==> config.mk <==
export PLATFORM = sky130hd
export DESIGN_NAME = utf8_code_point_decoder
export DESIGN_NICKNAME = d
export VERILOG_FILES = /design/src/rtl/u8d_pkg.sv /design/src/rtl/u8d_decode.sv /design/src/rtl/u8d_result_fifo.sv /design/src/rtl/utf8_code_point_decoder.sv
export SDC_FILE = /design/constraint.sdc
export NUM_CORES = 1
export LEC_CHECK = 0
export BUFFER_PORTS_ARGS = -buffer_cell sky130_fd_sc_hd__buf_2
export CORE_ASPECT_RATIO = 0.5
export CORE_MARGIN = 10
export CORE_UTILIZATION = 63
export DETAILED_ROUTE_END_ITERATION = 7
export HOLD_SLACK_MARGIN = 0.08
export PLACE_DENSITY = 0.8
export SYNTH_ARGS = -nofsm -noshare
export SYNTH_HDL_FRONTEND = slang
export SYNTH_SLANG_ARGS = --single-unit
==> constraint.sdc <==
create_clock -name clk -period 6.7 [get_ports clk]
set_input_delay 0.335 -clock clk [delete_from_list [all_inputs] [get_ports clk]]
set_output_delay 0.335 -clock clk [all_outputs]
set_load 0.05 [all_outputs]
==> src/rtl/u8d_pkg.sv <==
// shared types and constants for the utf-8 code point decoder
// no dependencies; imported by every module of the block

package u8d_pkg;

    localparam int CP_W = 21;

    localparam logic [CP_W-1:0] QMARK      = 21'h00003F;
    localparam logic [CP_W-1:0] WIDE_LIMIT = 21'h010000;

    // result queue: deep enough that one decoded byte (two results) always fits
    localparam int FIFO_DEPTH = 4;
    localparam int FIFO_AW    = $clog2(FIFO_DEPTH);

    typedef enum logic [2:0] {
        CLS_ASCII = 3'd0,
        CLS_CONT  = 3'd1,
        CLS_LEAD2 = 3'd2,
        CLS_LEAD3 = 3'd3,
        CLS_LEAD4 = 3'd4,
        CLS_BAD   = 3'd5
    } byte_class_t;

    typedef struct packed {
        logic [CP_W-1:0] code_point;
        logic            substituted;
        logic            last;
    } result_t;

    typedef struct packed {
        result_t         res0;
        result_t         res1;
        logic [1:0]      count;
        logic [1:0]      pend_next;
        logic [CP_W-1:0] partial_next;
    } decode_t;

endpackage

==> src/rtl/u8d_decode.sv <==
// combinational decode of one registered byte against the sequence state
// depends on u8d_pkg

module u8d_decode
    import u8d_pkg::*;
(
    input  logic [7:0]      byte_in,
    input  logic            end_of_text,
    input  logic            narrow_chars,
    input  logic [1:0]      pend,
    input  logic [CP_W-1:0] partial,
    output decode_t         dec
);

    byte_class_t     cls;
    logic            broken;
    logic            extend;
    logic            flush;
    logic            main_valid;
    logic [CP_W-1:0] main_cp;
    logic            main_sub;
    logic [CP_W-1:0] cont_bits;
    logic [CP_W-1:0] merged;
    logic [1:0]      pend_n;
    logic [CP_W-1:0] partial_n;
    result_t         qres;
    result_t         mres;

    always_comb
    begin
        if (byte_in inside {[8'h00:8'h7F]})
            cls = CLS_ASCII;
        else if (byte_in inside {[8'h80:8'hBF]})
            cls = CLS_CONT;
        else if (byte_in inside {[8'hC0:8'hDF]})
            cls = CLS_LEAD2;
        else if (byte_in inside {[8'hE0:8'hEF]})
            cls = CLS_LEAD3;
        else if (byte_in inside {[8'hF0:8'hF7]})
            cls = CLS_LEAD4;
        else
            cls = CLS_BAD;
    end

    assign cont_bits = {{(CP_W-6){1'b0}}, byte_in[5:0]};

    // six payload bits land above the ones still due
    always_comb
    begin
        case (pend)
            2'd3:    merged = partial | (cont_bits << 12);
            2'd2:    merged = partial | (cont_bits << 6);
            default: merged = partial | cont_bits;
        endcase
    end

    assign broken = (pend != 2'd0) && (cls != CLS_CONT);
    assign extend = (pend != 2'd0) && (cls == CLS_CONT);

    always_comb
    begin
        main_valid = 1'b0;
        main_cp    = QMARK;
        main_sub   = 1'b1;
        pend_n     = 2'd0;
        partial_n  = '0;
        if (extend)
        begin
            pend_n = pend - 2'd1;
            if (pend_n == 2'd0)
            begin
                main_valid = 1'b1;
                if (!(narrow_chars && (merged >= WIDE_LIMIT)))
                begin
                    main_cp  = merged;
                    main_sub = 1'b0;
                end
            end
            else
            begin
                partial_n = merged;
            end
        end
        else
        begin
            // fresh lead byte, also after a broken sequence
            case (cls)
                CLS_ASCII:
                begin
                    main_valid = 1'b1;
                    main_cp    = {{(CP_W-8){1'b0}}, byte_in};
                    main_sub   = 1'b0;
                end
                CLS_LEAD2:
                begin
                    pend_n    = 2'd1;
                    partial_n = {10'b0, byte_in[4:0], 6'b0};
                end
                CLS_LEAD3:
                begin
                    pend_n    = 2'd2;
                    partial_n = {5'b0, byte_in[3:0], 12'b0};
                end
                CLS_LEAD4:
                begin
                    pend_n    = 2'd3;
                    partial_n = {byte_in[2:0], 18'b0};
                end
                default:
                begin
                    main_valid = 1'b1;
                end
            endcase
        end
    end

    assign flush = end_of_text && (pend_n != 2'd0);

    assign qres = '{code_point: QMARK, substituted: 1'b1, last: 1'b0};
    assign mres = '{code_point: main_cp, substituted: main_sub, last: 1'b0};

    // at most two of broken, main and flush occur together
    always_comb
    begin
        dec.count = {1'b0, broken} + {1'b0, main_valid} + {1'b0, flush};
        dec.res0  = broken ? qres : (main_valid ? mres : qres);
        dec.res1  = (broken && main_valid) ? mres : qres;
        dec.res0.last = (dec.count == 2'd1);
        dec.res1.last = 1'b1;
        dec.pend_next    = flush ? 2'd0 : pend_n;
        dec.partial_next = flush ? '0 : partial_n;
    end

endmodule

==> src/rtl/u8d_result_fifo.sv <==
// small result queue taking up to two results per cycle, one out per beat
// depends on u8d_pkg

module u8d_result_fifo
    import u8d_pkg::*;
(
    input  logic       clk,
    input  logic       rst_n,
    input  logic [1:0] push_cnt,
    input  result_t    push0,
    input  result_t    push1,
    input  logic       pop,
    output result_t    head,
    output logic       not_empty,
    output logic       room2
);

    result_t            mem_reg [FIFO_DEPTH];
    logic [FIFO_AW-1:0] wr_ptr_reg;
    logic [FIFO_AW-1:0] wr_ptr_next;
    logic [FIFO_AW-1:0] rd_ptr_reg;
    logic [FIFO_AW-1:0] rd_ptr_next;
    logic [FIFO_AW:0]   cnt_reg;
    logic [FIFO_AW:0]   cnt_next;
    logic [FIFO_AW-1:0] wr_ptr_p1;

    assign wr_ptr_p1 = wr_ptr_reg + 1'b1;
    assign not_empty = (cnt_reg != '0);
    assign room2     = (cnt_reg <= (FIFO_AW+1)'(FIFO_DEPTH - 2));
    assign head      = mem_reg[rd_ptr_reg];

    assign wr_ptr_next = wr_ptr_reg + FIFO_AW'(push_cnt);
    assign rd_ptr_next = rd_ptr_reg + FIFO_AW'(pop);
    assign cnt_next    = cnt_reg + (FIFO_AW+1)'(push_cnt) - (FIFO_AW+1)'(pop);

    always_ff @(posedge clk or negedge rst_n)
    begin
        if (!rst_n)
        begin
            wr_ptr_reg <= '0;
            rd_ptr_reg <= '0;
            cnt_reg    <= '0;
        end
        else
        begin
            wr_ptr_reg <= wr_ptr_next;
            rd_ptr_reg <= rd_ptr_next;
            cnt_reg    <= cnt_next;
        end
    end

    always_ff @(posedge clk)
    begin
        if (push_cnt != 2'd0)
            mem_reg[wr_ptr_reg] <= push0;
        if (push_cnt == 2'd2)
            mem_reg[wr_ptr_p1] <= push1;
    end

endmodule

==> src/rtl/utf8_code_point_decoder.sv <==
// top level of the utf-8 code point decoder: input register, decode, result queue
// depends on u8d_pkg, u8d_decode, u8d_result_fifo
//
//  channel | signals                                   | direction
//  --------+-------------------------------------------+----------
//  in      | in_valid/in_ready, byte_in, end_of_text   | sink
//  out     | out_valid/out_ready, code_point,          | source
//          | substituted, last                         |
//  cfg     | cfg_wr_en, cfg_wr_data (narrow_chars)     | write only
//
// one byte accepted per cycle while the queue has two slots free; a byte is decoded
// from the input register and its results are written to the queue that feeds the out port
// a byte giving two results holds the out port for two beats; the four-entry
// result queue sets when input stalls (it takes a byte only with two slots free)
// reset clears the sequence state, the queue and narrow_chars; no clearing pass
// stalls on out back up through the queue to in_ready, nothing is dropped

module utf8_code_point_decoder
    import u8d_pkg::*;
(
    input  logic            clk,
    input  logic            rst_n,
    input  logic            in_valid,
    output logic            in_ready,
    input  logic [7:0]      byte_in,
    input  logic            end_of_text,
    output logic            out_valid,
    input  logic            out_ready,
    output logic [CP_W-1:0] code_point,
    output logic            substituted,
    output logic            last,
    input  logic            cfg_wr_en,
    input  logic            cfg_wr_data
);

    logic            in_valid_reg;
    logic [7:0]      byte_reg;
    logic            eot_reg;
    logic [1:0]      pend_reg;
    logic [CP_W-1:0] partial_reg;
    logic            narrow_reg;
    logic            consume;
    logic            room2;
    logic            pop;
    logic [1:0]      push_cnt;
    decode_t         dec;
    result_t         head;

    assign consume  = in_valid_reg && room2;
    assign in_ready = !in_valid_reg || consume;
    assign pop      = out_valid && out_ready;
    assign push_cnt = consume ? dec.count : 2'd0;

    u8d_decode u_decode (
        .byte_in      (byte_reg),
        .end_of_text  (eot_reg),
        .narrow_chars (narrow_reg),
        .pend         (pend_reg),
        .partial      (partial_reg),
        .dec          (dec)
    );

    u8d_result_fifo u_fifo (
        .clk       (clk),
        .rst_n     (rst_n),
        .push_cnt  (push_cnt),
        .push0     (dec.res0),
        .push1     (dec.res1),
        .pop       (pop),
        .head      (head),
        .not_empty (out_valid),
        .room2     (room2)
    );

    assign code_point  = head.code_point;
    assign substituted = head.substituted;
    assign last        = head.last;

    always_ff @(posedge clk or negedge rst_n)
    begin
        if (!rst_n)
        begin
            in_valid_reg <= 1'b0;
            pend_reg     <= 2'd0;
            partial_reg  <= '0;
            narrow_reg   <= 1'b0;
        end
        else
        begin
            if (in_ready)
                in_valid_reg <= in_valid;
            if (consume)
            begin
                pend_reg    <= dec.pend_next;
                partial_reg <= dec.partial_next;
            end
            if (cfg_wr_en)
                narrow_reg <= cfg_wr_data;
        end
    end

    // input beat register, payload only
    always_ff @(posedge clk)
    begin
        if (in_ready && in_valid)
        begin
            byte_reg <= byte_in;
            eot_reg  <= end_of_text;
        end
    end

endmodule

# Word-level counts from Yosys, hierarchy flattened
# Memory sizes are Yosys's and may differ from the RTL's.
# Index checks and enable logic that the tools add are counted.
[totals]
register_bits = 41
mem_bits_rw = 92
inputBits = 15
out_inout_bits = 25
wordCells = 96
memories = 1
[classes]
addsub = 8
order_cmp = 12
eq_ne = 9
n_mux = 32
bitwise = 3
reduce_logical = 22
[mem_list]
columns = ["name", "words", "width", "read_ports", "rd_ports_with_merged_regs", "write_ports", "line_no", "text"]
rows = [
  ["u_fifo.mem_reg", 4, 23, 1, 0, 2, "u8d_result_fifo.sv:18", "result_t mem_reg [FIFO_DEPTH];"],
]
[ops]
columns = ["operator", "n"]
rows = [
  ["2-to-1 mux 21 bit", 6],
  ["2-to-1 mux 23 bit", 3],
  ["one-hot mux 21 bit (3 select lines)", 1],
  ["one-hot mux 21 bit (2 select lines)", 1],
  [">= comparator 8 bit, second input constant", 4],
  ["less-or-equal comparator 8 bit, second input constant", 4],
  [">= comparator 21 x 17 -> 1 bit, second input constant", 1],
  ["OR 21 x 12 -> 21 bit", 1],
  ["OR 21 x 18 -> 21 bit", 1],
  ["OR 21 x 6 -> 21 bit", 1],
  ["logical AND 1 bit", 13],
  ["2-to-1 mux 1 bit", 12],
  ["2-to-1 mux 3 bit", 4],
  [">= comparator 8 x 1 -> 1 bit, second input constant", 1],
  ["less-or-equal comparator 8 x 7 -> 1 bit, second input constant", 1],
  ["2-to-1 mux 8 bit", 1],
  ["equality test 2 bit, second input constant", 3],
  ["equality test 3 x 2 -> 1 bit, second input constant", 2],
  ["2-to-1 mux 2 bit", 3],
  ["one-hot mux 2 bit (3 select lines)", 1],
  ["nonzero test 2 bit", 3],
  ["adder 2 x 1 -> 2 bit", 2],
  ["adder 3 x 2 -> 3 bit", 1],
  ["equality test 3 x 1 -> 1 bit, second input constant", 1],
  ["other kinds (15)", 15],
]

# Longest topological paths before layout
# Gate-level depths: netlist of the first run.
[depth]
ltp_word = 17
depth_mapped = 13
depth_no_buf = 12

# Modules after synthesis
# Synthesis of the first run repeated with hierarchy kept, for this count alone.
[hier_totals]
hier_cells = 513
hier_area_um2 = 7505.9
[by_module_without_submodules]
columns = ["mod", "instances", "cells_per_inst", "area_per_inst_um2", "seq_area_each_um2"]
rows = [
  ["u8d_result_fifo", 1, 262, 5117.4, 2937.8],
  ["utf8_code_point_decoder", 1, 67, 1333.8, 895.9],
  ["u8d_decode", 1, 184, 1054.8, 0.0],
]

# Worst setup path before layout of the first run
# OpenSTA, ideal clock, no wires.
[synth_timing]
path_type = "reg2reg"
startpoint = "register pend_reg[0]"
endpoint = "memory u_fifo.mem_reg[2][10] (netlist bit), enable pin"
setup_time_ns = 0.378
arrival_ns = 3.380
t_required_ns = 6.322
slack_ns = 2.942
path_stages_with_launch = 13
n_path_buf = 1
synth_period_minus_slack_ns = 3.758
path_cell_list = "dfrtp_1 -> inv_1 -> ha_1 -> clkbuf_1 -> nor3b_1 -> a32oi_1 -> nand2b_1 -> fa_1 -> nor2b_1 -> nand3_1 -> nor2_1 -> nor2_1 -> inv_1"
[synth_lines]
columns = ["item", "line_no", "text"]
rows = [
  ["start: declaration", "utf8_code_point_decoder.sv:39", "logic [1:0] pend_reg;"],
  ["start signal: assignment", "utf8_code_point_decoder.sv:94", "pend_reg <= dec.pend_next;"],
  ["end: declaration", "u8d_result_fifo.sv:18", ""],
]

==> run summary, run 1 <==
sequential power share = 35.9%
post-synth top area cell = edfxtp_1
Ant. Diodes = 0
Worst setup SP type = flip-flop
final worst slack = 2.22 ns
Max Cap Viol = 0
Crit-path slowest cell = inv_1
Clk Latency, worst-skew pair = 0.43 ns
register clock-pin slew on the reported worst setup and hold paths = 0.06 ns
Fin Setup TNS = 0 ns
Clock Path Buffers = 2
Die W = 161 um
combinational share of power = 39.7%
DR WL/cell = 23.0 um
Post-synth EDFFs = 97
Post-Synthesis Net Count = 530
post-place setup slack = 2.30 ns
# nets final = 565
status = finished, final reports clean
count leader, synth = edfxtp_1
CTS resizes = 0
Vias/cell = 6.61
max incr delay on CP = 0.73 ns
First-pass DRT Iterations = 6
layout overhead on the synthesized area = 13.5%
Final Hold Fails = 0
Worst Path Max Fanout = 23
ys async rst share = 24.1%
final wirelength = 15800 um
H-tree depth = 4
max reg flops = 92
share of layout cells above drive strength 1 = 18.8%
Main synth FF type = edfxtp_1
Residual DRC = 0
Sw Ratio = 43.4%
clk_skew = 0.00965 ns
DRT iter0 DRCs = 705
first-pass GRT wire length = 24900 um
CP delay by family, top = simple AND/OR/NAND/NOR gates
I/O Buffers = 39
worst endpoint required time = 6.75 ns
Die H = 90.5 um
Post-CTS Setup Inserts = 0
Top Ports = 40
row cnt = 25
# setup viols final = 0
placed cells = 654
pwr/cell area = 511 nW/um2
Critical Path, Cell by Cell = inv_1 > ha_1 > nor3b_1 > a32oi_1 > nand2b_1 > fa_1 > nor2b_1 > nand3_1 > nor2_1 > nor2_1 > inv_1
vias in the first global route = 4390
synthesized area per cell = 12.4 um2
non-filler cells, final = 687
cts hold-fix bufs = 1
Synth Warn # = 0
Max Freq = 223 MHz
die area = 14600 um2
Post-DP HPWL = 10600 um
CTS buffer count = 17
worst slew pin tran = 1.12 ns
antenna-violating nets left = 0
GRT Residual Overflow = 0
WP buf/inv = 2
CP arrival = 4.52 ns
pin count of the biggest net entering global routing = 33
sequential share of the synthesized area = 60.5%
synthesized instance count = 504
CTS tree = built
root buf cell = clkbuf_16
FF+latch count, synth = 133
Psw = 1.58 mW
RSZ-0062 raised after global routing = false
Max Transition Viols Final = 0
antenna violations before repair = 0
CORE AREA = 9570 um2
Placed Instance Area = 6550 um2
Leakage = 2.58 nW
GPL Wtd Cong = 0.947
Post-synth top cells = edfxtp_1 (97), nor2_1 (86), a21oi_1 (32), dfrtp_1 (32), o21ai_0 (25)
crit share post-route = 66.8%
Clock Power Share = 24.4%
Rel. slew slack = 25.0%
vias post-DR = 4541
fin crit period = 4.48 ns
post-route cell area = 7120 um2
Filler cells = 634
Pwr Total = 3.64 mW
GRT Total Usage = 22.0%
clk sinks = 133
Area contributors post-synth = edfxtp_1 (46%), dfrtp_1 (13%), mux4_2 (8.3%)
IR drop worst, VDD = 0.267 mV
Initial Util = 65.5%
crit path kind = reg2reg
Synth cell types = 54
Worst Setup End Kind = flip-flop
area share of the largest cell type after synthesis = 46.5%
Int Power = 2.06 mW
Synth Cell Area = 6270 um2
HP Class = in2reg
[worst paths after layout]
kind | startpoint | endpoint | slack (ns) | cells after the start
worst max register to register | pend_reg[0]$_DFFE_PN0P_ | u_fifo.mem_reg[2][18]$_DFFE_PP_ | 2.22 | 11
worst min register to register | u_fifo.mem_reg[1][0]$_SDFFE_PP1P_ | u_fifo.mem_reg[1][0]$_SDFFE_PP1P_ | 0.50 | 1
worst min-delay path | byte_in[4] | byte_reg[4]$_DFFE_PP_ | 0.08 | 1
worst max-delay path | pend_reg[0]$_DFFE_PN0P_ | u_fifo.mem_reg[2][18]$_DFFE_PP_ | 2.22 | 11
min in group asynchronous | rst_n | u_fifo.wr_ptr_reg[0]$_DFF_PN0_ | 0.54 | 2
max in group asynchronous | rst_n | partial_reg[17]$_DFFE_PN0P_ | 5.66 | 2
[power by group through the flow]
stage / Clock, mW / Sequential (mW) / Combinational (mW)
6_report: 0.888 / 1.31 / 1.44
5_1_grt: 0.929 / 1.33 / 1.55
4_1_cts: 0.886 / 1.30 / 1.44
3_5_place_dp: 0 / 1.31 / 1.43
3_3_place_gp: 0 / 1.30 / 1.42
2_1_floorplan: 0 / 1.19 / 1.18
[stage by stage]
step | hold WS, ns | utilization [%]
detailed placement | 0.455 | 68.4
global placement | 0.420 | 68.4
finish | 0.0801 | 74.4
global route | 0.0853 | 74.4
CTS | 0.0821 | 74.4
floorplan | 0.0394 | -
[worst register-to-register path, stage by stage (launching register included)]
cell and delay, ns:
dfrtp_1 0.42, inv_1 0.10, ha_1 0.32, nor3b_1 0.39, a32oi_1 0.11, nand2b_1 0.24
fa_1 0.63, nor2b_1 0.31, nand3_1 0.26, nor2_1 0.38, nor2_1 0.20, inv_1 0.74
[cell families after synthesis]
| kind of cell | share of synthesized area [%] |
|---|---|
| flops | 60.5 |
| buf+inv | 2.59 |
| compound gates | 13.1 |
| xor+xnor | 0.699 |
| mux | 8.44 |
| simple gates | 12.3 |
| fa+ha+maj | 2.43 |
[placed cells by master (no fill, tap or decap), drive strengths merged, types with 2 or more instances in the layout]
master,n
o32ai,3
nand4,4
buf,40
a22o,13
a21o,5
inv,27
clkinv,3
and2,7
a32oi,4
clkinvlp,3
a21oi,33
nand3,7
o21ai,29
and3,5
or2,2
or3,11
xor2,2
fa,2
nor3,6
clkbuf,17
o2bb2ai,2
a211oi,2
edfxtp,97
nand2b,6
nor2,86
a22oi,6
or4,3
a31oi,4
o31a,5
mux4,23
ha,9
dfrtp,32
a2bb2oi,2
xnor2,3
nand3b,2
nor2b,4
nand2,18
dfxtp,4
o31ai,3
o22ai,6
[final cells by class]
type | instances | area (um2) | share of cell area, %
sequential | 133 | 3790 | 53.3
clock buffer | 17 | 425 | 5.98
inverter | 18 | 67.6 | 0.949
multi-input combinational | 328 | 2310 | 32.5
tap | 135 | 169 | 2.37
timing repair buffer | 41 | 213 | 2.99
clock inverter | 15 | 136 | 1.92
[routing by layer]
layer	routed length (um)	up-vias	track usage (%)
met5	0	-	0
met2	7100	314	31.1
met1	6570	2213	32.2
met4	275	0	6.78
li1	-	1987	-
met3	1870	27	6.05
No activity file was read; power rests on OpenSTA's default activity.
==> run 2: changes to the inputs <==
CORE_UTILIZATION = 55   (was 63)
PLACE_DENSITY = 0.74   (was 0.8)
clock period = 4 ns   (was 6.7 ns; I/O delays follow)
==> run 2 against run 1 <==
Hold slack better by 0.081 ns. Sequential share of layout area shrank 2.0 points. Clock power up 71%. Final area increased by 4.0%. Via count down 0.13%. Highest routed layer unchanged.
==> run summary, run 2 (synthesis results as in run 1) <==
WHS Path Cells = 3 (+2)
CP delay by family, top = simple AND/OR/NAND/NOR gates
clk sinks = 133 (unchanged)
most used cell, CP = nor2_1
HP Class = in2reg
layout overhead on the synthesized area = 18.0%
worst slew pin tran = 1.09 ns (-0.0293 ns)
worst r2r src = pend_reg[0]$_DFFE_PN0P_
Die H = 95.5 um (+5.5%)
# nets final = 591 (+4.6%)
Worst Setup End Kind = flip-flop
root buf cell = clkbuf_16
vias in the first global route = 4414 (+0.55%)
Hold Startpoint = out_ready
antenna-violating nets left = 0 (unchanged)
max incr delay on CP = 0.74 ns (about the same)
pwr/cell area = 837 nW/um2 (+64%)
CORE AREA = 11000 um2 (+15%)
RSZ-0062 raised after global routing = false
register clock-pin slew on the reported worst setup and hold paths = 0.07 ns (about the same)
Final Hold Fails = 0 (unchanged)
final wirelength = 15700 um (-0.52%)
status = finished, final reports clean
First-pass DRT Iterations = 5 (-1)
register-to-register setup slack = 0.22 ns (-2.00 ns)
GRT Residual Overflow = 0 (unchanged)
Max Freq = 265 MHz (+18%)
hold slack final = 0.161 ns (+0.0808 ns)
row cnt = 27 (+8.0%)
Initial Util = 56.8% (-8.7 points)
first-pass GRT wire length = 25100 um (+0.86%)
crit path kind = reg2reg
Rel. slew slack = 27.2% (+2.1 points)
GPL Wtd Cong = 0.928 (-2.0%)
Top Ports = 40 (unchanged)
most common cell after layout, fill and taps aside = edfxtp_1
Residual DRC = 0 (unchanged)
worst reg2reg path depth = 11 (unchanged)
clk_skew = 0.0109 ns (+0.00125 ns)
vias post-DR = 4535 (-0.13%)
Worst setup SP type = flip-flop
Clock Path Buffers = 2 (unchanged)
I/O Buffers = 39 (unchanged)
crit share post-route = 94.5% (+28 points)
CTS tree = built
Clk Latency, worst-skew pair = 0.42 ns (about the same)
Crit-path slowest cell = a21oi_1
Die W = 171 um (+6.2%)
H-tree depth = 4 (unchanged)
die area = 16300 um2 (+12%)
Vias/cell = 6.27 (-5.1%)
Pwr Total = 6.20 mW (+70%)
Max Cap Viol = 0 (unchanged)
Leakage = 2.72 nW (+5.2%)
Worst Path Max Fanout = 10 (-57%)
most frequent cells in the layout = edfxtp_1 (97), nor2_1 (85), buf_2 (39)
share of layout cells above drive strength 1 = 21.1% (+2.3 points)
pin count of the biggest net entering global routing = 33 (unchanged)
Worst Hold Path EP = u_fifo.rd_ptr_reg[0]$_DFF_PN0_
worst endpoint required time = 4.13 ns (-2.62 ns)
antenna violations before repair = 0 (unchanged)
Critical Path, Cell by Cell = inv_1 > ha_1 > or3b_2 > nor2_1 > a31o_2 > fa_1 > nor2b_2 > nand3_2 > nor2_2 > a21oi_1 > nor2_1
Ant. Diodes = 0 (unchanged)
WP buf/inv = 1 (-1)
# setup viols final = 0 (unchanged)
IR drop worst, VDD = 0.403 mV (+51%)
Post-DP HPWL = 10800 um (+1.9%)
max reg flops = 92 (unchanged)
GRT Total Usage = 20.2% (-1.8 points)
Max Transition Viols Final = 0 (unchanged)
CP arrival = 3.91 ns (-0.61 ns)
Fin Setup TNS = 0 ns (unchanged)
DRT iter0 DRCs = 616 (-13%)
RR Endpoint = u_fifo.mem_reg[2][17]$_DFFE_PP_
fin crit period = 3.78 ns (-0.696 ns)
DR WL/cell = 21.8 um (-5.5%)
Post-CTS Setup Inserts = 0 (unchanged)
CTS buffer count = 17 (unchanged)
Filler cells = 811 (+28%)
## run 2: cell count changes in the layout (fill, tap and decap cells not counted), sizes merged
cell         delta
bufinv          +1
inv             -2
clkinvlp        -1
buf            +14
clkinv          +2
dlygate4sd3    +12
## run 2: worst register-to-register path, cell delays in order (launching register included)
cell	delay, ns
dfrtp_1	0.42
inv_1	0.10
ha_1	0.23
or3b_2	0.49
nor2_1	0.28
a31o_2	0.17
fa_1	0.47
nor2b_2	0.22
nand3_2	0.15
nor2_2	0.09
a21oi_1	0.74
nor2_1	0.13
## run 2: report_power, final
| part | switching, mW | total (mW) | internal (mW) |
|---|---|---|---|
| registers | 0.262 | 2.14 | 1.88 |
| clock network | 0.648 | 1.52 | 0.869 |
| logic | 1.72 | 2.54 | 0.819 |
## run 2: worst max path at each step
stage | from | endpoint | cells past startpoint
finish | pend_reg[0]$_DFFE_PN0P_ | u_fifo.mem_reg[2][17]$_DFFE_PP_ | 11
global route | pend_reg[0]$_DFFE_PN0P_ | u_fifo.mem_reg[2][17]$_DFFE_PP_ | 11
CTS | pend_reg[0]$_DFFE_PN0P_ | u_fifo.mem_reg[0][19]$_DFFE_PP_ | 11
detailed placement | pend_reg[0]$_DFFE_PN0P_ | u_fifo.mem_reg[0][21]$_DFFE_PP_ | 11
global placement | pend_reg[0]$_DFFE_PN0P_ | u_fifo.mem_reg[0][17]$_DFFE_PP_ | 11
floorplan | pend_reg[0]$_DFFE_PN0P_ | u_fifo.mem_reg[2][10]$_DFFE_PP_ | 12
## run 2: final cells by class
| class | count | area, um2 | area share, % |
|---|---|---|---|
| flip-flops and latches | 133 | 3790 | 51.3 |
| multi-input cells | 328 | 2330 | 31.5 |
| inverters | 18 | 67.6 | 0.913 |
| clock buffers | 17 | 425 | 5.75 |
| repair buffers | 67 | 463 | 6.26 |
| well taps | 145 | 181 | 2.45 |
| clock inverters | 15 | 141 | 1.91 |
## run 2: metal layers
layer / global-route usage (%) / vias to the layer above / routed length [um] / share of wire (%)
met4: 4.60 / 0 / 153 / 0.97
li1: - / 2035 / - / -
met1: 29.0 / 2224 / 7010 / 45
met5: 0 / - / 0 / 0
met3: 6.10 / 20 / 1640 / 10
met2: 29.7 / 256 / 6930 / 44
## run 2: repair_timing
action	CTS	global route
setup endpoints to repair	0	74
endpoints found under the hold margin	43	0
hold buffers	13	0
resized for setup	0	4
## run 2: through the flow
step	cells	setup slack [ns]	instance area (um2)	util [%]
2_1_floorplan	504	0.242	6270	-
3_3_place_gp	678	0.308	6690	60.6
3_5_place_dp	678	0.136	6690	60.6
4_1_cts	723	0.119	7390	66.9
5_1_grt	723	0.0273	7400	67.0
6_report	723	0.221	7400	67.0
